File: config.mk
export PLATFORM = sky130hd
export DESIGN_NAME = brf_ctrl
export DESIGN_NICKNAME = d
export VERILOG_FILES = /design/src/rtl/core/assert_macros.svh /design/src/rtl/core/brf_pkg.sv /design/src/rtl/core/brf_ctrl.sv
export SDC_FILE = /design/constraint.sdc
export NUM_CORES = 1
export LEC_CHECK = 0
export BUFFER_PORTS_ARGS = -buffer_cell sky130_fd_sc_hd__buf_4
export CAP_MARGIN = 20
export CORE_AREA = 5 5 42 44
export CTS_CLUSTER_DIAMETER = 30
export DETAILED_ROUTE_END_ITERATION = 8
export DIE_AREA = 0 0 47 49
export PLACE_DENSITY = 0.39
export RECOVER_POWER = 100
export SETUP_SLACK_MARGIN = 0.05
export SLEW_MARGIN = 5
export SYNTH_ARGS = -nofsm -noshare
export SYNTH_HDL_FRONTEND = slang
export SYNTH_SLANG_ARGS = --single-unit
File: constraint.sdc
create_clock -name clk -period 1.9 [get_ports clk]
set_clock_uncertainty 0.15 [all_clocks]
set_input_delay 0 -clock clk [delete_from_list [all_inputs] [get_ports clk]]
set_output_delay 0 -clock clk [all_outputs]
set_load 0.05 [all_outputs]
File: src/rtl/core/assert_macros.svh
// ---------------------------------------------------------------------------
// Assertion macros used by the byte ring FIFO datapath.
// ---------------------------------------------------------------------------
`ifndef ASSERT_MACROS_SVH
`define ASSERT_MACROS_SVH

// The property must hold at every clock edge outside reset.
`define BRF_ASSERT(label, clk, rst, prop, msg) \
  label: assert property (@(posedge clk) disable iff (rst) (prop)) else $error(msg);

// The condition must never be true at a clock edge outside reset.
`define BRF_ASSERT_NEVER(label, clk, rst, cond, msg) \
  label: assert property (@(posedge clk) disable iff (rst) !(cond)) else $error(msg);

`endif

File: src/rtl/core/brf_pkg.sv
// ---------------------------------------------------------------------------
// brf_pkg
// Widths, defaults and the controller/datapath interface types of the
// byte ring FIFO.
// ---------------------------------------------------------------------------
package brf_pkg;

  localparam int BYTE_W          = 8;
  localparam int REQ_W           = 7;
  localparam int LEVEL_W         = 10;
  localparam int RING_SIZE_W     = 11;
  localparam int RING_SIZE_RESET = 1024;
  localparam int MIN_RING_SIZE   = 2;

  localparam int DEF_STORE_DEPTH = 1024;
  localparam int DEF_MAX_BURST   = 64;

  // Item operation codes.
  localparam logic OP_WRITE = 1'b0;
  localparam logic OP_READ  = 1'b1;

  // Commands from the controller to the datapath.
  typedef struct packed {
    logic wr_item;   // write item: store the byte unless full, report
    logic empty_rd;  // read item with nothing to deliver
    logic rd;        // read one byte from the ring and report it
    logic load;      // first byte of a burst: load the remaining count
    logic last;      // this read is the final word of the burst
  } cmd_t;

  // Status from the datapath to the controller.
  typedef struct packed {
    logic full;
    logic cnt_zero;
    logic cnt_one;
    logic rem_one;
  } status_t;

endpackage

File: src/rtl/core/brf_ctrl.sv
// ---------------------------------------------------------------------------
// brf_ctrl
// Controller of the byte ring FIFO: accepts items and sequences read bursts.
// ---------------------------------------------------------------------------
module brf_ctrl import brf_pkg::*; (
  input  logic    clk,
  input  logic    rst,
  input  logic    start,
  input  logic    op,
  input  status_t status,
  output cmd_t    cmd,
  output logic    busy
);

  typedef enum logic [1:0] {
    ST_IDLE  = 2'b01,
    ST_BURST = 2'b10
  } state_t;

  state_t state;
  state_t state_next;

  always_ff @(posedge clk) begin
    if (rst) begin
      state <= ST_IDLE;
    end else begin
      state <= state_next;
    end
  end

  always_comb begin
    state_next = state;
    cmd        = '0;
    case (state)
      ST_IDLE: begin
        if (start) begin
          if (op == OP_WRITE) begin
            cmd.wr_item = 1'b1;
          end else if (status.cnt_zero) begin
            cmd.empty_rd = 1'b1;
          end else begin
            // The first byte is read in the accept cycle itself.
            cmd.rd   = 1'b1;
            cmd.load = 1'b1;
            cmd.last = status.cnt_one;
            if (!status.cnt_one) begin
              state_next = ST_BURST;
            end
          end
        end
      end
      ST_BURST: begin
        cmd.rd   = 1'b1;
        cmd.last = status.rem_one;
        if (status.rem_one) begin
          state_next = ST_IDLE;
        end
      end
      default: begin
        state_next = ST_IDLE;
      end
    endcase
  end

  assign busy = (state == ST_BURST);

endmodule

### Yosys cells after proc, flatten, opt, wreduce, memory -nomap -nowiden

Index checks and enable logic that the tools add are counted.

| storage, ports and cells | value |
|---|---|
| bits in registers | 2 |
| bits of input ports | 8 |
| output and inout port bits | 6 |

| cells by class | value |
|---|---|
| eq/ne operators | 7 |
| multiplexer cells | 15 |
| reduce and logical (&&, ||, !) cells | 1 |

Operator list:

| operator | number |
|---|---|
| $mux W2 | 6 |
| $ne A2 B2 Y1 const B | 5 |
| $mux W5 | 1 |
| $reduce_and A5 Y1 | 1 |
| $mux W4 | 1 |
| $pmux W1 S2 | 2 |
| $pmux W2 S2 | 1 |
| $mux W1 | 3 |
| $mux W3 | 1 |
| $eq A2 B1 Y1 const B | 1 |
| $eq A2 B2 Y1 const B | 1 |

### Longest topological paths before layout

| depth | value |
|---|---|
| word-level depth | 5 |
| depth in mapped cells | 5 |

### Worst setup path before layout

No wires, ideal clock.

| path | value |
|---|---|
| path type | reg2out |
| from | reg state[1] |
| to | out cmd[2] (netlist bit) |
| arrival | 1.815 ns |
| path slack | -0.065 ns |
| stages on the path, launching flop included | 6 |
| buffers on the path | 0 |
| path through | dfxtp_1 > inv_1 > ha_1 > and4b_1 > nor2_1 > nor2_1 |

RTL lines:

| element | RTL line | source |
|---|---|---|
| start: declaration | brf_ctrl.sv:20 | `state_t state;` |
| start signal: assignment | brf_ctrl.sv:27 | `state <= state_next;` |
| end: declaration | brf_ctrl.sv:11 | `output cmd_t cmd,` |

==> summary.txt <==
Worst setup path
  – CP required: 1.75 ns
  – CP startpoint kind: register
  – Reg2reg end: state[1]$_SDFFE_PP0P_
  – Arr. time, crit path: 1.52 ns
  – FF-to-FF Start: state[0]$_SDFFE_PP1P_
  – R2R Setup Slk: 0.32 ns
  – Critical Path Sink: cmd[1]
  – Worst Path Max Fanout: 4
  – R2R depth: 5
  – WS Path Type: register to primary output
  – Worst setup EP type: primary output
  – Start point of the critical path: state[0]$_SDFFE_PP1P_

Drt
  – Post-Route WL: 619 um
  – Final antenna-violating net count: 0
  – DR vias/cell: 4.121
  – 1st-iter DRT viols: 1
  – DRC Markers: 0
  – Drt pass-1 iters: 3
  – Per-cell routed wire length: 10.67 um
  – Total vias in the final route: 239

Global routing
  – First-pass GRT wire length: 945 um
  – GRT Total Usage: 5.762%
  – Vias in the first global route: 245
  – Initial antenna violation count: 0
  – Pin count of the biggest net entering global routing: 6
  – Total gr overflow: 0

Floorplan
  – Initial core utilization: roughly 15%
  – Rows: 14
  – DIE WIDTH: 47 um
  – Core box area: 1401 sq um
  – Die H: about 50 um
  – Num ports: 14
  – Die footprint: 2303 sq um

Synthesis
  – Yosys top cell by area: dfxtp_1
  – Synthesized cell area: 209.0 sq um
  – Post-synth cell types: 16
  – Syn avg cell area: 8.037 sq um
  – Area contributors post-synth: dfxtp_1, ha_1, nor2_1
  – Yosys Warn Count: 0
  – Sequential element share of the synthesized area: between 10% and 20%
  – Yosys reg bits: 2
  – Top cells by count, synth: nor2_1, ha_1, inv_1, nand2_1, dfxtp_1
  – Area share of the largest cell type after synthesis: 19.16%
  – Most used DFF post-synth: dfxtp_1
  – Most frequent cell after synthesis: nor2_1
  – Mapped Nets: 37
  – Number of synthesized flops with an enable pin: 0
  – Ys async rst share: 0%
  – Mapped Cells: 26

Placed design
  – RD Place Congestion: 0.7870
  – Port Buffers: 12
  – DP HPWL: 522.8 um

Clock network
  – Clock Latency Late Sink: 0.22 ns
  – CTS buffer count: 3
  – H-tree Lvls: 1
  – CTS clk-pin slew, worst paths: 0.03 ns
  – Setup Buffers After CTS: 0
  – CTS tree: built
  – CTS root buf: clkbuf_4
  – CTS Sinks: 2
  – CTS Buffer Depth: 2
  – Cts repair resizes: 0

Finish
  – Final Core Density: 23.75%
  – Max FFs per register: 2
  – ANT cells: 0
  – Biggest register: state
  – Biggest regs: state x2
  – Post-layout nets: 55
  – Layout area overhead: 59.28%
  – Layout cells sized above 1: a little under a third

STA
  – Pins Over Slew Limit: 0
  – Worst Tran Pin Value: 0.6018 ns
  – Final min period: 1.667 ns
  – Relative slew slack: 60.05%
  – Final period util: 87.72%
  – Final hold vios: 0
  – # setup viols final: 0
  – Unrepaired setup endpoints after global routing: false
  – Post-route setup TNS: 0 ns
  – Fmax: 600.0 MHz

Outcome
  – Status: completed

Power
  – Power Total: approximately 0.00024 W
  – PwrDens: 712.9 nW/um^2
  – Pleak: 0.1755 nW
  – Peak supply drop: 315.5 uV

Flow run
  – Max Cap Violations: 0

Hold path
  – Hold crit path type: input pin to register
## worst min path at each step
stage	end	cells past startpoint	startpoint	slack, ns
6_report	state[0]$_SDFFE_PP1P_	4	status[1]	0.04
3_3_place_gp	state[0]$_SDFFE_PP1P_	3	rst	0.08
3_5_place_dp	state[0]$_SDFFE_PP1P_	3	rst	0.1
5_1_grt	state[0]$_SDFFE_PP1P_	4	status[1]	0.07
2_1_floorplan	state[0]$_SDFFE_PP1P_	2	rst	-0.02
4_1_cts	state[0]$_SDFFE_PP1P_	4	status[1]	0.05
## repair_timing
item / 4_1_cts / 5_1_grt
hold buffers: 1 / 0
hold endpoints to repair: 2 / 0
setup endpoints to repair: 0 / 0
## placed cells by master (no fill, tap or decap), types with 2 or more instances in the layout
master    Yosys  routed
buf_4         0       7
clkbuf_1      0       3
clkbuf_2      0       2
clkbuf_4      0       3
dfxtp_1       2       2
ha_1          3       3
inv_1         3       3
nand2_1       3       3
nor2_1        4       3
## metal layers
metal / wire length [um] / GRT usage [%] / share of wire, % / up-vias
met4: 0 / 5.530 / 0 / 0
met3: 119 / 2.583 / 19 / 0
met1: 259 / 6.114 / 42 / 101
met5: 0 / 0 / 0 / -
met2: 240 / 7.919 / 39 / 13
li1: - / - / - / 125
## per-stage QoR
stage                     hold slack [ns]  setup WS [ns]  cells  cell area, sq um
after CTS                         0.05043         0.2983     58             354.1
after detailed placement          0.09999         0.3640     54             321.6
after global routing              0.06713         0.1480     58             332.8
after global placement            0.08130         0.3912     54             321.6
after floorplan                  -0.02481         0.1119     26             211.5
final                             0.03992         0.2333     58             332.8
## report_power, final
group	total, W	leakage (nW)	internal [W]	switching (W)
Sequential	0.0000514	0.0164	0.0000473	0.00000414
Clock	0.0000905	0.0138	0.0000694	0.0000211
Combinational	0.0000953	0.145	0.0000349	0.0000605
## critical path: stages, from the launching register on
cell	delay (ns)
dfxtp_1	0.37
ha_1	0.21
and4b_1	0.23
clkbuf_1	0.48
## kinds of logic after synthesis
group	share of synthesized area, %
buffers and inverters	5.389
adder cells (fa/ha/maj)	17.97
multiplexers	4.791
AND/OR/NAND/NOR	34.74
AO/OA/AOI/OAI	17.97
flip-flops	19.16
## area by class of cell
cell class	count	area [sq um]
sequential	2	40.04
fill	172	1069
clock buffer	3	22.52
timing repair buffer	13	83.83
tap	16	20.02
inverter	3	11.26
multi-input combinational	21	155.1
(Power assumes the default switching activity.)
